File: src/hw/rtl/lpd_pkg.sv
`timescale 1ns / 1ps

package lpd_pkg;

	typedef logic [31:0] turn_t;

	typedef struct packed {
		logic [11:0] year;
		logic [3:0]  month;
		logic [4:0]  day_of_month;
		logic [4:0]  hour;
		logic [5:0]  minute;
		logic [5:0]  second;
	} date_t;

	typedef struct packed {
		logic [2:0]  phase_code;
		logic [14:0] illumination;
		logic [14:0] moon_age;
		logic [3:0]  zodiac_index;
		logic [15:0] moon_longitude;
	} phase_t;

	// phase codes
	localparam logic [2:0] PH_NEW             = 3'd0;
	localparam logic [2:0] PH_WAXING_CRESCENT = 3'd1;
	localparam logic [2:0] PH_FIRST_QUARTER   = 3'd2;
	localparam logic [2:0] PH_WAXING_GIBBOUS  = 3'd3;
	localparam logic [2:0] PH_FULL            = 3'd4;
	localparam logic [2:0] PH_WANING_GIBBOUS  = 3'd5;
	localparam logic [2:0] PH_LAST_QUARTER    = 3'd6;
	localparam logic [2:0] PH_WANING_CRESCENT = 3'd7;

	// calendar
	localparam logic [11:0] YEAR_MIN   = 12'd1583;
	localparam logic [15:0] YDIV_MUL   = 16'd41944;
	localparam logic [23:0] JD_OFFSET  = 24'd2453070;
	localparam logic [8:0]  MONTH_TERM [16] = '{
		9'd0, 9'd0, 9'd0, 9'd122, 9'd153, 9'd183, 9'd214, 9'd244,
		9'd275, 9'd306, 9'd336, 9'd367, 9'd397, 9'd428, 9'd459, 9'd0
	};

	// mean arguments: lp, d, m, m', f, solar longitude
	localparam int NUM_MEAN = 6;
	localparam int MI_LP = 0;
	localparam int MI_D  = 1;
	localparam int MI_MS = 2;
	localparam int MI_MP = 3;
	localparam int MI_F  = 4;
	localparam int MI_LS = 5;

	typedef turn_t [NUM_MEAN-1:0] mean_vec_t;

	localparam logic [127:0] RATE_DEN = 128'd11360736000000000;
	localparam logic [127:0] K_LP_W = {64'd4812678813, 64'd0} / RATE_DEN;
	localparam logic [127:0] K_D_W  = {64'd4452671114, 64'd0} / RATE_DEN;
	localparam logic [127:0] K_MS_W = {64'd359990503, 64'd0} / RATE_DEN;
	localparam logic [127:0] K_MP_W = {64'd4771988676, 64'd0} / RATE_DEN;
	localparam logic [127:0] K_F_W  = {64'd4832020175, 64'd0} / RATE_DEN;
	localparam logic [127:0] K_LS_W = {64'd360007698, 64'd0} / RATE_DEN;

	localparam logic [42:0] MEAN_K [NUM_MEAN] = '{
		K_LP_W[42:0], K_D_W[42:0], K_MS_W[42:0],
		K_MP_W[42:0], K_F_W[42:0], K_LS_W[42:0]
	};

	localparam logic [63:0] DEG_E4 = 64'd3600000;
	localparam logic [63:0] B_LP_W = {32'd2183165, 32'd0} / DEG_E4;
	localparam logic [63:0] B_D_W  = {32'd2978502, 32'd0} / DEG_E4;
	localparam logic [63:0] B_MS_W = {32'd3575291, 32'd0} / DEG_E4;
	localparam logic [63:0] B_MP_W = {32'd1349634, 32'd0} / DEG_E4;
	localparam logic [63:0] B_F_W  = {32'd932720, 32'd0} / DEG_E4;
	localparam logic [63:0] B_LS_W = {32'd2804665, 32'd0} / DEG_E4;

	localparam turn_t MEAN_BASE [NUM_MEAN] = '{
		B_LP_W[31:0], B_D_W[31:0], B_MS_W[31:0],
		B_MP_W[31:0], B_F_W[31:0], B_LS_W[31:0]
	};

	// periodic term coefficients, turn fractions
	localparam logic [63:0] C1_W = {32'd62890, 32'd0} / DEG_E4;
	localparam logic [63:0] C2_W = {32'd12740, 32'd0} / DEG_E4;
	localparam logic [63:0] C3_W = {32'd6580, 32'd0} / DEG_E4;
	localparam logic [63:0] C4_W = {32'd2140, 32'd0} / DEG_E4;
	localparam logic [63:0] C5_W = {32'd1860, 32'd0} / DEG_E4;
	localparam logic [63:0] C6_W = {32'd1140, 32'd0} / DEG_E4;
	localparam logic [63:0] CS1_W = {32'd19146, 32'd0} / DEG_E4;
	localparam logic [63:0] CS2_W = {32'd200, 32'd0} / DEG_E4;
	localparam logic [63:0] CS3_W = {32'd3, 32'd0} / DEG_E4;

	localparam logic signed [27:0] CM_MP = 28'(C1_W);
	localparam logic signed [27:0] CM_DM = 28'(C2_W);
	localparam logic signed [27:0] CM_2D = 28'(C3_W);
	localparam logic signed [27:0] CM_2M = 28'(C4_W);
	localparam logic signed [27:0] CM_MS = 28'(64'd0 - C5_W);
	localparam logic signed [27:0] CM_2F = 28'(64'd0 - C6_W);
	localparam logic signed [27:0] CS_MS = 28'(CS1_W);
	localparam logic signed [27:0] CS_2S = 28'(CS2_W);
	localparam logic signed [27:0] CS_3S = 28'(CS3_W);

	// sine arguments
	localparam int NUM_SIN = 8;
	localparam int SI_MP = 0;
	localparam int SI_DM = 1;
	localparam int SI_2D = 2;
	localparam int SI_2M = 3;
	localparam int SI_MS = 4;
	localparam int SI_2F = 5;
	localparam int SI_2S = 6;
	localparam int SI_3S = 7;

	// sine polynomial, Q30
	localparam logic [30:0] Q30 = 31'h4000_0000;
	localparam logic [30:0] SIN_A = 31'd1686629713;
	localparam logic [30:0] SIN_B = 31'd691031247;
	localparam logic [26:0] SIN_C = 27'd78143358;
	localparam turn_t QUARTER_TURN = 32'h4000_0000;

	// moon age
	localparam logic [40:0] AGE_EPOCH_S = 41'd440640;
	localparam logic [40:0] AGE_SHIFT_S = 41'd79732589409;
	localparam logic [41:0] SYN_US      = 42'd2551442861088;
	localparam logic [19:0] US_PER_S    = 20'd1000000;
	localparam logic [109:0] AGE_RQ_W   = {64'd1000000, 46'd0} / 110'd2551442861088;
	localparam logic [24:0] AGE_RQ      = AGE_RQ_W[24:0];
	localparam logic [26:0] AGE_UNIT_US = 27'd84375000;
	localparam logic [50:0] AGE_R2_W    = {1'b1, 50'd0} / 51'd84375000;
	localparam logic [23:0] AGE_R2      = AGE_R2_W[23:0];
	localparam logic [41:0] HUNDREDTH_US = 42'd864000000;
	localparam logic [41:0] PHASE_LIMIT [7] = '{
		42'd100 * HUNDREDTH_US, 42'd738 * HUNDREDTH_US, 42'd838 * HUNDREDTH_US,
		42'd1477 * HUNDREDTH_US, 42'd1577 * HUNDREDTH_US, 42'd2215 * HUNDREDTH_US,
		42'd2315 * HUNDREDTH_US
	};

	localparam logic [14:0] AGE_ONE_DAY = 15'd1024;
	localparam logic [14:0] AGE_MAX     = 15'd30240;
	localparam logic [14:0] ILLUM_MAX   = 15'd25600;
	localparam logic [3:0]  ZODIAC_MAX  = 4'd11;

endpackage

File: src/hw/rtl/lpd_sine.sv
`timescale 1ns / 1ps

module lpd_sine #(
	parameter int SINE_TABLE_BITS = 10
) (
	input  logic                clk,
	input  logic                en,
	input  lpd_pkg::turn_t      ang,
	output logic signed [31:0]  sin_val
);
	import lpd_pkg::*;

	localparam int DROP = 32 - SINE_TABLE_BITS;
	localparam logic [29:0] FRAC_MASK = ~30'((64'd1 << DROP) - 64'd1);

	logic [29:0] zm;
	logic [30:0] z_in;
	logic [61:0] zz;
	logic [57:0] z2c;
	logic [61:0] z2t;
	logic [61:0] zt;

	logic [30:0] z_s1, z_s2, z_s3, z_s4;
	logic        neg_s1, neg_s2, neg_s3, neg_s4;
	logic [30:0] z2_s2, z2_s3;
	logic [30:0] t1_s3;
	logic [30:0] t2_s4;
	logic signed [31:0] v_s5;

	// angle cut to the table resolution, folded into the first quadrant
	assign zm   = ang[29:0] & FRAC_MASK;
	assign z_in = ang[30] ? (Q30 - {1'b0, zm}) : {1'b0, zm};

	assign zz  = z_s1 * z_s1;
	assign z2c = z2_s2 * SIN_C;
	assign z2t = z2_s3 * t1_s3;
	assign zt  = z_s4 * t2_s4;

	always_ff @(posedge clk) begin
		if (en) begin
			z_s1   <= z_in;
			neg_s1 <= ang[31];

			z2_s2  <= zz[60:30];
			z_s2   <= z_s1;
			neg_s2 <= neg_s1;

			t1_s3  <= SIN_B - 31'(z2c[57:30]);
			z2_s3  <= z2_s2;
			z_s3   <= z_s2;
			neg_s3 <= neg_s2;

			t2_s4  <= SIN_A - z2t[60:30];
			z_s4   <= z_s3;
			neg_s4 <= neg_s3;

			v_s5   <= neg_s4 ? -$signed(zt[61:30]) : $signed(zt[61:30]);
		end
	end

	assign sin_val = v_s5;

endmodule

File: config.mk
export PLATFORM = sky130hd
export DESIGN_NAME = lpd_sine
export DESIGN_NICKNAME = d
export VERILOG_FILES = /design/src/hw/rtl/lpd_pkg.sv /design/src/hw/rtl/lpd_sine.sv
export SDC_FILE = /design/constraint.sdc
export NUM_CORES = 2
export LEC_CHECK = 0
export BUFFER_PORTS_ARGS = -buffer_cell sky130_fd_sc_hd__buf_2
export CAP_MARGIN = 15
export CORE_MARGIN = 2
export CORE_UTILIZATION = 50
export CTS_CLUSTER_DIAMETER = 80
export DETAILED_ROUTE_END_ITERATION = 8
export PLACE_DENSITY = 0.66
export SLEW_MARGIN = 20
export SYNTH_ARGS = -nofsm -noshare
export SYNTH_HDL_FRONTEND = slang
export SYNTH_SLANG_ARGS = --single-unit
File: constraint.sdc
create_clock -name clk -period 11.3 [get_ports clk]
set_clock_uncertainty 0.1 [all_clocks]
set_input_delay 0.565 -clock clk [delete_from_list [all_inputs] [get_ports clk]]
set_output_delay 0.565 -clock clk [all_outputs]
set_load 0.005 [all_outputs]
==> impl_metrics.json <==
{
  "rr_worst_depth": 26,
  "reg2reg_from": "z2_s3[22]$_DFFE_PP_",
  "die_w_um": 305.4,
  "min_to": "neg_s1$_DFFE_PP_",
  "cts_inserted_buffers": 17,
  "finalSetupTns_ps": 0,
  "min_path_type": "input port to flop",
  "multi_input_area_sq_um": 35790,
  "cp_slowest_stage_delay_ps": 970,
  "synth-adder-area-share_pct": 55.34,
  "synth_area_per_cell_sq_um": 9.524,
  "ant_nets": 0,
  "post-synth-top-count-cell": "inv_1",
  "max_freq_ghz": 0.1077,
  "synthMuxAreaShare_pct": 0.1735,
  "cts_hold_buf": 0,
  "dr.pass1.iters": 6,
  "ios": 66,
  "maxSlewViolCount": 0,
  "grt_max_degree": 62,
  "fin_crit_ps": 9282,
  "synth-simple-area-share_pct": 13.38,
  "crit_fanout": 20,
  "ys_seq_area_share_pct": 10.78,
  "buffer_ports.inserted": 43,
  "yosysTopAreaCellShare_pct": 34.38,
  "syn_inst": 4769,
  "synth_top_family_by_area": "adder cells",
  "diodes": 0,
  "critPathArrivalTime_ps": 9540,
  "setup_violations": 0,
  "hold_violations": 0,
  "drive_gt1_share_pct": 3.537,
  "clock_sinks": 163,
  "cts_root_buf": "clkbuf_16",
  "fin_nets": 6284,
  "synth_top_cells_by_count": "inv_1, fa_1, ha_1",
  "fin_crit_sh_pct": 82.14,
  "crit_path_start_kind": "flop",
  "clockBufferDepth": 2,
  "viasPerCell": 5.265,
  "cts.clk_slew.worst_paths_ps": 70,
  "path_class": "flop to flop",
  "r2r_setup_slack_ps": 2020,
  "synth_top_cell_by_area": "fa_1",
  "whs_path_depth": 1,
  "drv_cap": 0,
  "start_util_pct": 50.46,
  "synth-xor-area-share_pct": 3.564,
  "cts_resized": 0,
  "post_cts_buffers": 0,
  "cts_max_level": 4,
  "synth.distinct_cells": 98,
  "grt_usage_pct": 22.48,
  "row_count": 110,
  "gr-total-overflow": 0,
  "die_y_um": 305.4,
  "async_reset_ff_share_pct": 0,
  "wire_per_inst_um": 16.90,
  "path_common_cell": "fa_1",
  "via_count": 31055,
  "yosysWarningCount": 0,
  "tightest_slew_ps": 1062,
  "grt_pass1_wl_mm": 168.2,
  "synthFlopType": "edfxtp_1",
  "dieArea_sq_um": 93270,
  "hold_ws_ps": 149.3,
  "cts_tree": "built",
  "synth_compound_area_share_pct": 6.325,
  "hp-start": "ang[31]",
  "gp_congestion": 0.8637,
  "status": "complete, no violations",
  "netlist_area_sq_um": 45420,
  "slew_headroom_pct": 28.31,
  "drt_iter0_markers": 1621,
  "grt_setup_unrepaired": "no",
  "yosys-top-cells-area": "fa_1, ha_1, edfxtp_1",
  "core_sq_um": 90010,
  "critPathTopFamily": "adder cells",
  "crit_slowest_cell": "edfxtp_1",
  "r2r_end": "t2_s4[30]$_DFFE_PP_",
  "ys_seq_elements": 163,
  "clk_latency_ps": 510,
  "grt_antenna_before_repair": 0,
  "synth-edff-count": 163,
  "nFillCells": 8291,
  "grt_pass1_vias": 33123,
  "seq_area_sq_um": 4895,
  "drc": 0,
  "areaGrowthSynthToFinish_pct": 4.330,
  "hpwl_mm": 81.39,
  "cp_num_buf_inv": 4,
  "worst_setup_path_end_kind": "flop",
  "crit_required_ps": 11560,
  "synth_nets": 6344,
  "wl_mm": 99.65
}
[area by class of cell]
cell class	instances	area share, %
clock buffer	17	0.8977
clock inverter	15	0.4092
inverter	1097	8.689
multi-input combinational	3350	75.52
sequential	163	10.33
tap	1176	3.105
timing repair buffer	80	1.053
[through the flow]
stage                     cell area (sq um)  worst slack, ps  instances  util (%)
after global placement                46770             2077       5866     51.96
after CTS                             47390             2016       5898     52.65
final                                 47390             2018       5898     52.65
after detailed placement              46770             2033       5866     51.96
after global routing                  47390             1583       5898     52.65
after floorplan                       45420             2908       4769         -
[per-layer routing]
metal	track usage (%)	share of wire, %	wire length (um)
met5	0	0	0
met4	5.969	2.2	2170
met3	2.870	4.1	4068
met2	39.50	50	49710
met1	29.22	44	43710
[placed cells by master, fill, tap and decap left out, drive strengths merged, types with 13 or more instances in the layout]
cell type  netlist  routed
a21oi          109     109
xnor2          117     117
inv           1097    1105
nand2b          13      13
nand3           39      39
o21bai          21      21
a31oi           17      17
edfxtp         163     163
nand4           23      23
or2             14      14
buf             11      80
nor3            28      28
nor2b           16      16
or3             13      13
fa             780     780
nand2          516     516
nor2            78      78
a211oi          15      15
xor2            67      67
o211ai          23      23
o31ai           14      14
and2           403     403
o21ai           81      81
ha             761     761
clkbuf         148      17
a21o            44      44
and3            24      24
[logic make-up after synthesis]
group                    after synthesis
adder cells (fa/ha/maj)             1541
buffers and inverters               1256
AND/OR/NAND/NOR                     1202
AO/OA/AOI/OAI                        416
XOR/XNOR                             184
flip-flops                           163
multiplexers                           7
[worst register-to-register path, cell delays in order, from the launching register on]
cell	delay, ps
edfxtp_1	970
buf_4	350
nand2_1	100
fa_1	510
fa_1	520
inv_1	60
fa_1	540
inv_1	50
fa_1	460
fa_1	500
inv_1	60
fa_1	510
fa_1	490
ha_1	310
ha_1	430
and3_1	210
a221oi_1	340
o21ai_1	180
a31o_2	280
a2111o_1	380
a41oi_1	160
a211oi_1	90
or4_1	580
a21o_1	270
o21ai_2	200
mux2_4	320
nor3_2	160
[state kept, by name, indices dropped and copies added, names as in the netlist]
signal	count
neg_s1	1
z_s3	8
z_s2	8
z_s1	9
z_s4	9
z2_s3	16
neg_s2	1
z2_s2	16
t2_s4	31
t1_s3	30
sin_val	32
neg_s4	1
neg_s3	1
[worst max path at each step]
stage | slack (ps) | cells past startpoint | from | endpoint
6_report | 2020 | 26 | z2_s3[22]$_DFFE_PP_ | t2_s4[30]$_DFFE_PP_
5_1_grt | 1580 | 27 | z2_s3[22]$_DFFE_PP_ | t2_s4[30]$_DFFE_PP_
4_1_cts | 2020 | 29 | z2_s3[23]$_DFFE_PP_ | t2_s4[30]$_DFFE_PP_
3_5_place_dp | 2030 | 29 | z2_s3[23]$_DFFE_PP_ | t2_s4[30]$_DFFE_PP_
3_3_place_gp | 2080 | 29 | z2_s3[22]$_DFFE_PP_ | t2_s4[30]$_DFFE_PP_
2_1_floorplan | 2910 | 29 | t1_s3[6]$_DFFE_PP_ | t2_s4[30]$_DFFE_PP_
Power is left out: the tool's default activity adds up to more than one toggle a clock period on the data nets, which glitch-free logic cannot reach.
