File: config.mk
export PLATFORM = sky130hd
export DESIGN_NAME = lpd_age
export DESIGN_NICKNAME = d
export VERILOG_FILES = /design/src/hw/rtl/lpd_pkg.sv /design/src/hw/rtl/lpd_age.sv
export SDC_FILE = /design/constraint.sdc
export NUM_CORES = 2
export LEC_CHECK = 0
export ABC_CLOCK_PERIOD_IN_PS = 12020
export BUFFER_PORTS_ARGS = -buffer_cell sky130_fd_sc_hd__buf_2
export CAP_MARGIN = 20
export CELL_PAD_IN_SITES_DETAIL_PLACEMENT = 1
export CELL_PAD_IN_SITES_GLOBAL_PLACEMENT = 1
export CORE_ASPECT_RATIO = 0.6
export CORE_UTILIZATION = 54
export CTS_CLUSTER_SIZE = 25
export DETAILED_ROUTE_END_ITERATION = 10
export PLACE_DENSITY_LB_ADDON = 0.15
export SYNTH_ARGS = -nofsm -noshare
export SYNTH_HDL_FRONTEND = slang
export SYNTH_SLANG_ARGS = --single-unit
export TNS_END_PERCENT = 30
File: constraint.sdc
create_clock -name clk -period 12.02 [get_ports clk]
set_input_delay 1.803 -clock clk [delete_from_list [all_inputs] [get_ports clk]]
set_output_delay 1.803 -clock clk [all_outputs]
set_load 0.01 [all_outputs]
File: src/hw/rtl/lpd_pkg.sv
`timescale 1ns / 1ps

package lpd_pkg;

	typedef logic [31:0] turn_t;

	typedef struct packed {
		logic [11:0] year;
		logic [3:0]  month;
		logic [4:0]  day_of_month;
		logic [4:0]  hour;
		logic [5:0]  minute;
		logic [5:0]  second;
	} date_t;

	typedef struct packed {
		logic [2:0]  phase_code;
		logic [14:0] illumination;
		logic [14:0] moon_age;
		logic [3:0]  zodiac_index;
		logic [15:0] moon_longitude;
	} phase_t;

	// phase codes
	localparam logic [2:0] PH_NEW             = 3'd0;
	localparam logic [2:0] PH_WAXING_CRESCENT = 3'd1;
	localparam logic [2:0] PH_FIRST_QUARTER   = 3'd2;
	localparam logic [2:0] PH_WAXING_GIBBOUS  = 3'd3;
	localparam logic [2:0] PH_FULL            = 3'd4;
	localparam logic [2:0] PH_WANING_GIBBOUS  = 3'd5;
	localparam logic [2:0] PH_LAST_QUARTER    = 3'd6;
	localparam logic [2:0] PH_WANING_CRESCENT = 3'd7;

	// calendar
	localparam logic [11:0] YEAR_MIN   = 12'd1583;
	localparam logic [15:0] YDIV_MUL   = 16'd41944;
	localparam logic [23:0] JD_OFFSET  = 24'd2453070;
	localparam logic [8:0]  MONTH_TERM [16] = '{
		9'd0, 9'd0, 9'd0, 9'd122, 9'd153, 9'd183, 9'd214, 9'd244,
		9'd275, 9'd306, 9'd336, 9'd367, 9'd397, 9'd428, 9'd459, 9'd0
	};

	// mean arguments: lp, d, m, m', f, solar longitude
	localparam int NUM_MEAN = 6;
	localparam int MI_LP = 0;
	localparam int MI_D  = 1;
	localparam int MI_MS = 2;
	localparam int MI_MP = 3;
	localparam int MI_F  = 4;
	localparam int MI_LS = 5;

	typedef turn_t [NUM_MEAN-1:0] mean_vec_t;

	localparam logic [127:0] RATE_DEN = 128'd11360736000000000;
	localparam logic [127:0] K_LP_W = {64'd4812678813, 64'd0} / RATE_DEN;
	localparam logic [127:0] K_D_W  = {64'd4452671114, 64'd0} / RATE_DEN;
	localparam logic [127:0] K_MS_W = {64'd359990503, 64'd0} / RATE_DEN;
	localparam logic [127:0] K_MP_W = {64'd4771988676, 64'd0} / RATE_DEN;
	localparam logic [127:0] K_F_W  = {64'd4832020175, 64'd0} / RATE_DEN;
	localparam logic [127:0] K_LS_W = {64'd360007698, 64'd0} / RATE_DEN;

	localparam logic [42:0] MEAN_K [NUM_MEAN] = '{
		K_LP_W[42:0], K_D_W[42:0], K_MS_W[42:0],
		K_MP_W[42:0], K_F_W[42:0], K_LS_W[42:0]
	};

	localparam logic [63:0] DEG_E4 = 64'd3600000;
	localparam logic [63:0] B_LP_W = {32'd2183165, 32'd0} / DEG_E4;
	localparam logic [63:0] B_D_W  = {32'd2978502, 32'd0} / DEG_E4;
	localparam logic [63:0] B_MS_W = {32'd3575291, 32'd0} / DEG_E4;
	localparam logic [63:0] B_MP_W = {32'd1349634, 32'd0} / DEG_E4;
	localparam logic [63:0] B_F_W  = {32'd932720, 32'd0} / DEG_E4;
	localparam logic [63:0] B_LS_W = {32'd2804665, 32'd0} / DEG_E4;

	localparam turn_t MEAN_BASE [NUM_MEAN] = '{
		B_LP_W[31:0], B_D_W[31:0], B_MS_W[31:0],
		B_MP_W[31:0], B_F_W[31:0], B_LS_W[31:0]
	};

	// periodic term coefficients, turn fractions
	localparam logic [63:0] C1_W = {32'd62890, 32'd0} / DEG_E4;
	localparam logic [63:0] C2_W = {32'd12740, 32'd0} / DEG_E4;
	localparam logic [63:0] C3_W = {32'd6580, 32'd0} / DEG_E4;
	localparam logic [63:0] C4_W = {32'd2140, 32'd0} / DEG_E4;
	localparam logic [63:0] C5_W = {32'd1860, 32'd0} / DEG_E4;
	localparam logic [63:0] C6_W = {32'd1140, 32'd0} / DEG_E4;
	localparam logic [63:0] CS1_W = {32'd19146, 32'd0} / DEG_E4;
	localparam logic [63:0] CS2_W = {32'd200, 32'd0} / DEG_E4;
	localparam logic [63:0] CS3_W = {32'd3, 32'd0} / DEG_E4;

	localparam logic signed [27:0] CM_MP = 28'(C1_W);
	localparam logic signed [27:0] CM_DM = 28'(C2_W);
	localparam logic signed [27:0] CM_2D = 28'(C3_W);
	localparam logic signed [27:0] CM_2M = 28'(C4_W);
	localparam logic signed [27:0] CM_MS = 28'(64'd0 - C5_W);
	localparam logic signed [27:0] CM_2F = 28'(64'd0 - C6_W);
	localparam logic signed [27:0] CS_MS = 28'(CS1_W);
	localparam logic signed [27:0] CS_2S = 28'(CS2_W);
	localparam logic signed [27:0] CS_3S = 28'(CS3_W);

	// sine arguments
	localparam int NUM_SIN = 8;
	localparam int SI_MP = 0;
	localparam int SI_DM = 1;
	localparam int SI_2D = 2;
	localparam int SI_2M = 3;
	localparam int SI_MS = 4;
	localparam int SI_2F = 5;
	localparam int SI_2S = 6;
	localparam int SI_3S = 7;

	// sine polynomial, Q30
	localparam logic [30:0] Q30 = 31'h4000_0000;
	localparam logic [30:0] SIN_A = 31'd1686629713;
	localparam logic [30:0] SIN_B = 31'd691031247;
	localparam logic [26:0] SIN_C = 27'd78143358;
	localparam turn_t QUARTER_TURN = 32'h4000_0000;

	// moon age
	localparam logic [40:0] AGE_EPOCH_S = 41'd440640;
	localparam logic [40:0] AGE_SHIFT_S = 41'd79732589409;
	localparam logic [41:0] SYN_US      = 42'd2551442861088;
	localparam logic [19:0] US_PER_S    = 20'd1000000;
	localparam logic [109:0] AGE_RQ_W   = {64'd1000000, 46'd0} / 110'd2551442861088;
	localparam logic [24:0] AGE_RQ      = AGE_RQ_W[24:0];
	localparam logic [26:0] AGE_UNIT_US = 27'd84375000;
	localparam logic [50:0] AGE_R2_W    = {1'b1, 50'd0} / 51'd84375000;
	localparam logic [23:0] AGE_R2      = AGE_R2_W[23:0];
	localparam logic [41:0] HUNDREDTH_US = 42'd864000000;
	localparam logic [41:0] PHASE_LIMIT [7] = '{
		42'd100 * HUNDREDTH_US, 42'd738 * HUNDREDTH_US, 42'd838 * HUNDREDTH_US,
		42'd1477 * HUNDREDTH_US, 42'd1577 * HUNDREDTH_US, 42'd2215 * HUNDREDTH_US,
		42'd2315 * HUNDREDTH_US
	};

	localparam logic [14:0] AGE_ONE_DAY = 15'd1024;
	localparam logic [14:0] AGE_MAX     = 15'd30240;
	localparam logic [14:0] ILLUM_MAX   = 15'd25600;
	localparam logic [3:0]  ZODIAC_MAX  = 4'd11;

endpackage

File: src/hw/rtl/lpd_age.sv
`timescale 1ns / 1ps

module lpd_age (
	input  logic               clk,
	input  logic               en,
	input  logic signed [39:0] secs_s3,
	output logic [14:0]        age_s11,
	output logic [2:0]         code_s11
);
	import lpd_pkg::*;

	logic [40:0] uw;
	logic [57:0] qsyn;
	logic [57:0] r0w;
	logic [55:0] p2w;
	logic [41:0] aus;
	logic [41:0] rem;
	logic [2:0]  code_c;

	logic [37:0] u_s4;
	logic [57:0] xus_s5, xus_s6;
	logic [56:0] qp_s5;
	logic [16:0] qest_s6;
	logic [42:0] r0_s7;
	logic [41:0] r_s8, r_s9, r_s10;
	logic [55:0] p2_s9;
	logic [14:0] aest_s10;

	// shift by a whole number of synodic months so the value is never negative
	assign uw   = 41'(secs_s3) - AGE_EPOCH_S + AGE_SHIFT_S;
	assign qsyn = 58'(qest_s6) * 58'(SYN_US);
	assign r0w  = xus_s6 - qsyn;
	assign p2w  = r_s8[41:10] * AGE_R2;
	assign aus  = 42'(aest_s10) * 42'(AGE_UNIT_US);
	assign rem  = r_s10 - aus;

	always_comb begin
		code_c = PH_WANING_CRESCENT;
		priority if (r_s10 < PHASE_LIMIT[0]) code_c = PH_NEW;
		else if (r_s10 < PHASE_LIMIT[1]) code_c = PH_WAXING_CRESCENT;
		else if (r_s10 < PHASE_LIMIT[2]) code_c = PH_FIRST_QUARTER;
		else if (r_s10 < PHASE_LIMIT[3]) code_c = PH_WAXING_GIBBOUS;
		else if (r_s10 < PHASE_LIMIT[4]) code_c = PH_FULL;
		else if (r_s10 < PHASE_LIMIT[5]) code_c = PH_WANING_GIBBOUS;
		else if (r_s10 < PHASE_LIMIT[6]) code_c = PH_LAST_QUARTER;
		else code_c = PH_WANING_CRESCENT;
	end

	always_ff @(posedge clk) begin
		if (en) begin
			u_s4 <= uw[37:0];

			xus_s5 <= 58'(u_s4) * 58'(US_PER_S);
			qp_s5  <= u_s4[37:6] * AGE_RQ;

			// quotient estimate is exact or one short
			qest_s6 <= qp_s5[56:40];
			xus_s6  <= xus_s5;

			r0_s7 <= r0w[42:0];

			r_s8 <= (r0_s7 >= 43'(SYN_US)) ? 42'(r0_s7 - 43'(SYN_US)) : r0_s7[41:0];

			p2_s9 <= p2w;
			r_s9  <= r_s8;

			aest_s10 <= p2_s9[54:40];
			r_s10    <= r_s9;

			age_s11  <= (rem >= 42'(AGE_UNIT_US)) ? aest_s10 + 15'd1 : aest_s10;
			code_s11 <= code_c;
		end
	end

endmodule
==> summary.json <==
{
  "run_status": {"value": "finished, final reports clean"},
  "insertion_delay": {"value": 0.62, "unit": "ns"},
  "drt_pre_antenna_iters": {"value": 5},
  "synthTopCellsByArea": {"value": "sky130_fd_sc_hd__fa_1 (34%), sky130_fd_sc_hd__ha_1 (20%), sky130_fd_sc_hd__edfxtp_1 (17%)"},
  "place.detailed.hpwl": {"value": 159000, "unit": "um"},
  "groute.usage.overall": {"value": 34.1, "unit": "%"},
  "drtIter0Drc": {"value": 3245},
  "synth_top_area_share": {"value": 34.5, "unit": "%"},
  "clock-skew-final": {"value": 0.0333, "unit": "ns"},
  "synth_cell_types": {"value": 93},
  "finished_layout_cell_area": {"value": 0.0631, "unit": "sq mm"},
  "maxSlewHeadroom": {"value": 17.9, "unit": "%"},
  "core_area": {"value": 0.108, "unit": "sq mm"},
  "ys_dominant_reg_cell": {"value": "sky130_fd_sc_hd__edfxtp_1"},
  "setup.reg_to_reg.worst_slack": {"value": 0.96, "unit": "ns"},
  "grt_pass1_vias": {"value": 45500},
  "path_clk_slew": {"value": 0.07, "unit": "ns"},
  "synth.yosys.seq_area_share": {"value": 17.3, "unit": "%"},
  "final-hold-violation-count": {"value": 0},
  "crit-reg2reg-capture": {"value": "age_s11[8]$_DFFE_PP_"},
  "route.vias.total": {"value": 41000},
  "max_stage_delay": {"value": 0.67, "unit": "ns"},
  "drt_drc_violations_left": {"value": 0},
  "async_reset_ff_share": {"value": 0, "unit": "%"},
  "rsz0062_at_grt": {"value": "false"},
  "io-pin-count": {"value": 60},
  "critical_path.reg2reg.startpoint": {"value": "aest_s10[9]$_DFFE_PP_"},
  "setup.worst_path.end": {"value": "age_s11[8]$_DFFE_PP_"},
  "placement_cell_area": {"value": 0.0618, "unit": "sq mm"},
  "avgSynthCellArea": {"value": 10.7, "unit": "sq um"},
  "depth_of_the_cts_h_tree": {"value": 2},
  "timing.critical_path.arrival": {"value": 11.41, "unit": "ns"},
  "finalWirelength": {"value": 184000, "unit": "um"},
  "flop_and_latch_count_out_of_synthesis": {"value": 343},
  "final_nets": {"value": 7713},
  "holdCritPathClass": {"value": "register to register"},
  "element_type_at_the_critical_path_start": {"value": "register"},
  "most_area_hungry_cell_type_in_the_yosys_netlist": {"value": "sky130_fd_sc_hd__fa_1"},
  "finalWorstPathRequiredPeriod": {"value": 11.06, "unit": "ns"},
  "cts_inserted_buffers": {"value": 40},
  "grt_antenna_before_repair": {"value": 11},
  "cts-root-buf": {"value": "sky130_fd_sc_hd__clkbuf_16"},
  "die_area": {"value": 0.112, "unit": "sq mm"},
  "avgViaCountPerCell": {"value": 5.71},
  "cts_tree": {"value": "done"},
  "drt-wirelength-per-cell": {"value": 25.6, "unit": "um"},
  "ctsHoldBuffers": {"value": 0},
  "timing.setup.tns": {"value": 0, "unit": "ns"},
  "worst_setup_path_startpoint": {"value": "aest_s10[9]$_DFFE_PP_"},
  "syn-cell-area": {"value": 0.0595, "unit": "sq mm"},
  "areaGrowthSynthToFinish": {"value": 6.08, "unit": "%"},
  "postSynthCellCount": {"value": 5563},
  "grt_residual_overflow": {"value": 0},
  "core.rowCount": {"value": 93},
  "synth-warning-count": {"value": 0},
  "final_max_slew_viol_count": {"value": 0},
  "max-cap-violations": {"value": 0},
  "setup-violations-final": {"value": 0},
  "crit_fanout": {"value": 16},
  "synth_enable_flop_cells": {"value": 343},
  "max-clock-path-buffers": {"value": 3},
  "worst_setup_path_end_kind": {"value": "register"},
  "largest_net_degree_at_the_start_of_global_routing": {"value": 154},
  "worstMarginPinSlew": {"value": 1.23, "unit": "ns"},
  "ys_top_cells_by_count": {"value": "sky130_fd_sc_hd__inv_1 (1,472), sky130_fd_sc_hd__fa_1 (1,025), sky130_fd_sc_hd__ha_1 (975), sky130_fd_sc_hd__edfxtp_1 (343), sky130_fd_sc_hd__a21oi_1 (198)"},
  "crit_type": {"value": "register to register"},
  "dieWidth": {"value": 431, "unit": "um"},
  "syn_nets": {"value": 7605},
  "port_buffers": {"value": 57},
  "clock_sink_count": {"value": 343},
  "die_h": {"value": 259, "unit": "um"},
  "timing.reg2reg.worst_path_depth": {"value": 36},
  "critical_path_required": {"value": 12.36, "unit": "ns"},
  "initial_core_utilization": {"value": 55.0, "unit": "%"},
  "grt_first_pass_wirelength": {"value": 282000, "unit": "um"},
  "post_route_cells_drive_above_1_share": {"value": 3.67, "unit": "%"},
  "place.gp.congestion": {"value": 0.958},
  "postCtsSetupRepairBufs": {"value": 0},
  "cp_slowest_cell": {"value": "sky130_fd_sc_hd__edfxtp_1"},
  "ctsResizeCount": {"value": 0},
  "post-route-period-util": {"value": 92.0, "unit": "%"},
  "ant_nets": {"value": 0},
  "max_clock_freq": {"value": 0.0904, "unit": "GHz"},
  "most_instantiated_library_cell_after_synthesis": {"value": "sky130_fd_sc_hd__inv_1"}
}
## stage by stage
stage / util (%) / worst slack [ns] / instances / hold WS (ns)
6_report: 58.3 / 0.958 / 7178 / 0.405
5_1_grt: 58.3 / 0.447 / 7175 / 0.407
4_1_cts: 58.3 / 1.11 / 7171 / 0.397
3_5_place_dp: 57.0 / 1.16 / 7098 / 0.405
3_3_place_gp: 57.0 / 1.25 / 7098 / 0.400
2_1_floorplan: - / 3.13 / 5563 / 0.400
## final cells by class
cell class	instances	area, sq um
Multi-Input combinational cell	3723	43600
Tap cell	1472	1840
Timing Repair Buffer	91	567
Inverter	1472	5530
Clock buffer	45	1020
Fill cell	11700	45200
Clock inverter	28	292
Antenna cell	4	10.0
Sequential cell	343	10300
## metal layers
metal,vias to the layer above,wire (um),track usage (%)
met4,0,1480,3.47
li1,18200,-,-
met3,105,23700,15.7
met1,21200,88600,52.3
met2,1486,69800,44.9
met5,-,0,0
## worst min-delay path by stage
stage	slack (ns)	end	start	cells past startpoint
6_report	0.41	r_s10[25]$_DFFE_PP_	r_s9[25]$_DFFE_PP_	0
5_1_grt	0.41	r_s10[25]$_DFFE_PP_	r_s9[25]$_DFFE_PP_	0
4_1_cts	0.40	r_s10[25]$_DFFE_PP_	r_s9[25]$_DFFE_PP_	0
3_5_place_dp	0.41	xus_s6[36]$_DFFE_PP_	xus_s5[36]$_DFFE_PP_	0
3_3_place_gp	0.40	aest_s10[0]$_DFFE_PP_	p2_s9[40]$_DFFE_PP_	0
2_1_floorplan	0.40	aest_s10[0]$_DFFE_PP_	p2_s9[40]$_DFFE_PP_	0
## registers in the layout, indices dropped and copies added, names as in the netlist
signal    count
qest_s6      17
age_s11      15
aest_s10     15
r_s9         36
r0_s7        38
code_s11      3
p2_s9        16
xus_s6       37
r_s10        37
u_s4         38
qp_s5        17
r_s8         37
xus_s5       37
## placed cells by master, fill, tap and decap left out, drive strengths merged, types with 62 or more instances in the layout
master / instances
nand2: 188
xor2: 101
inv: 1477
nand3: 62
nor3: 66
o21ai: 136
nor2: 167
fa: 1025
a21o: 109
a21oi: 200
edfxtp: 343
buf: 89
ha: 975
xnor2: 175
## critical path: cells and delay by family (launching register included)
family | cells | cell delay (ns)
buf+inv | 3 | 0.43
compound gates | 20 | 4.68
xor+xnor | 1 | 0.10
fa+ha+maj | 8 | 3.58
flops | 1 | 0.67
simple gates | 3 | 1.17
mux | 1 | 0.18
## cell families after synthesis
| logic type | Yosys count | share of synthesized area [%] |
|---|---|---|
| buffers and inverters | 1497 | 9.48 |
| AND/OR/NAND/NOR | 709 | 5.86 |
| multiplexers | 6 | 0.105 |
| flip-flops | 343 | 17.3 |
| AO/OA/AOI/OAI | 732 | 8.22 |
| XOR/XNOR | 276 | 4.07 |
| adder cells (fa/ha/maj) | 2000 | 55.0 |
Power is not shown: default switching activity piles up to over one toggle a cycle in this logic, so the estimate is an artifact.
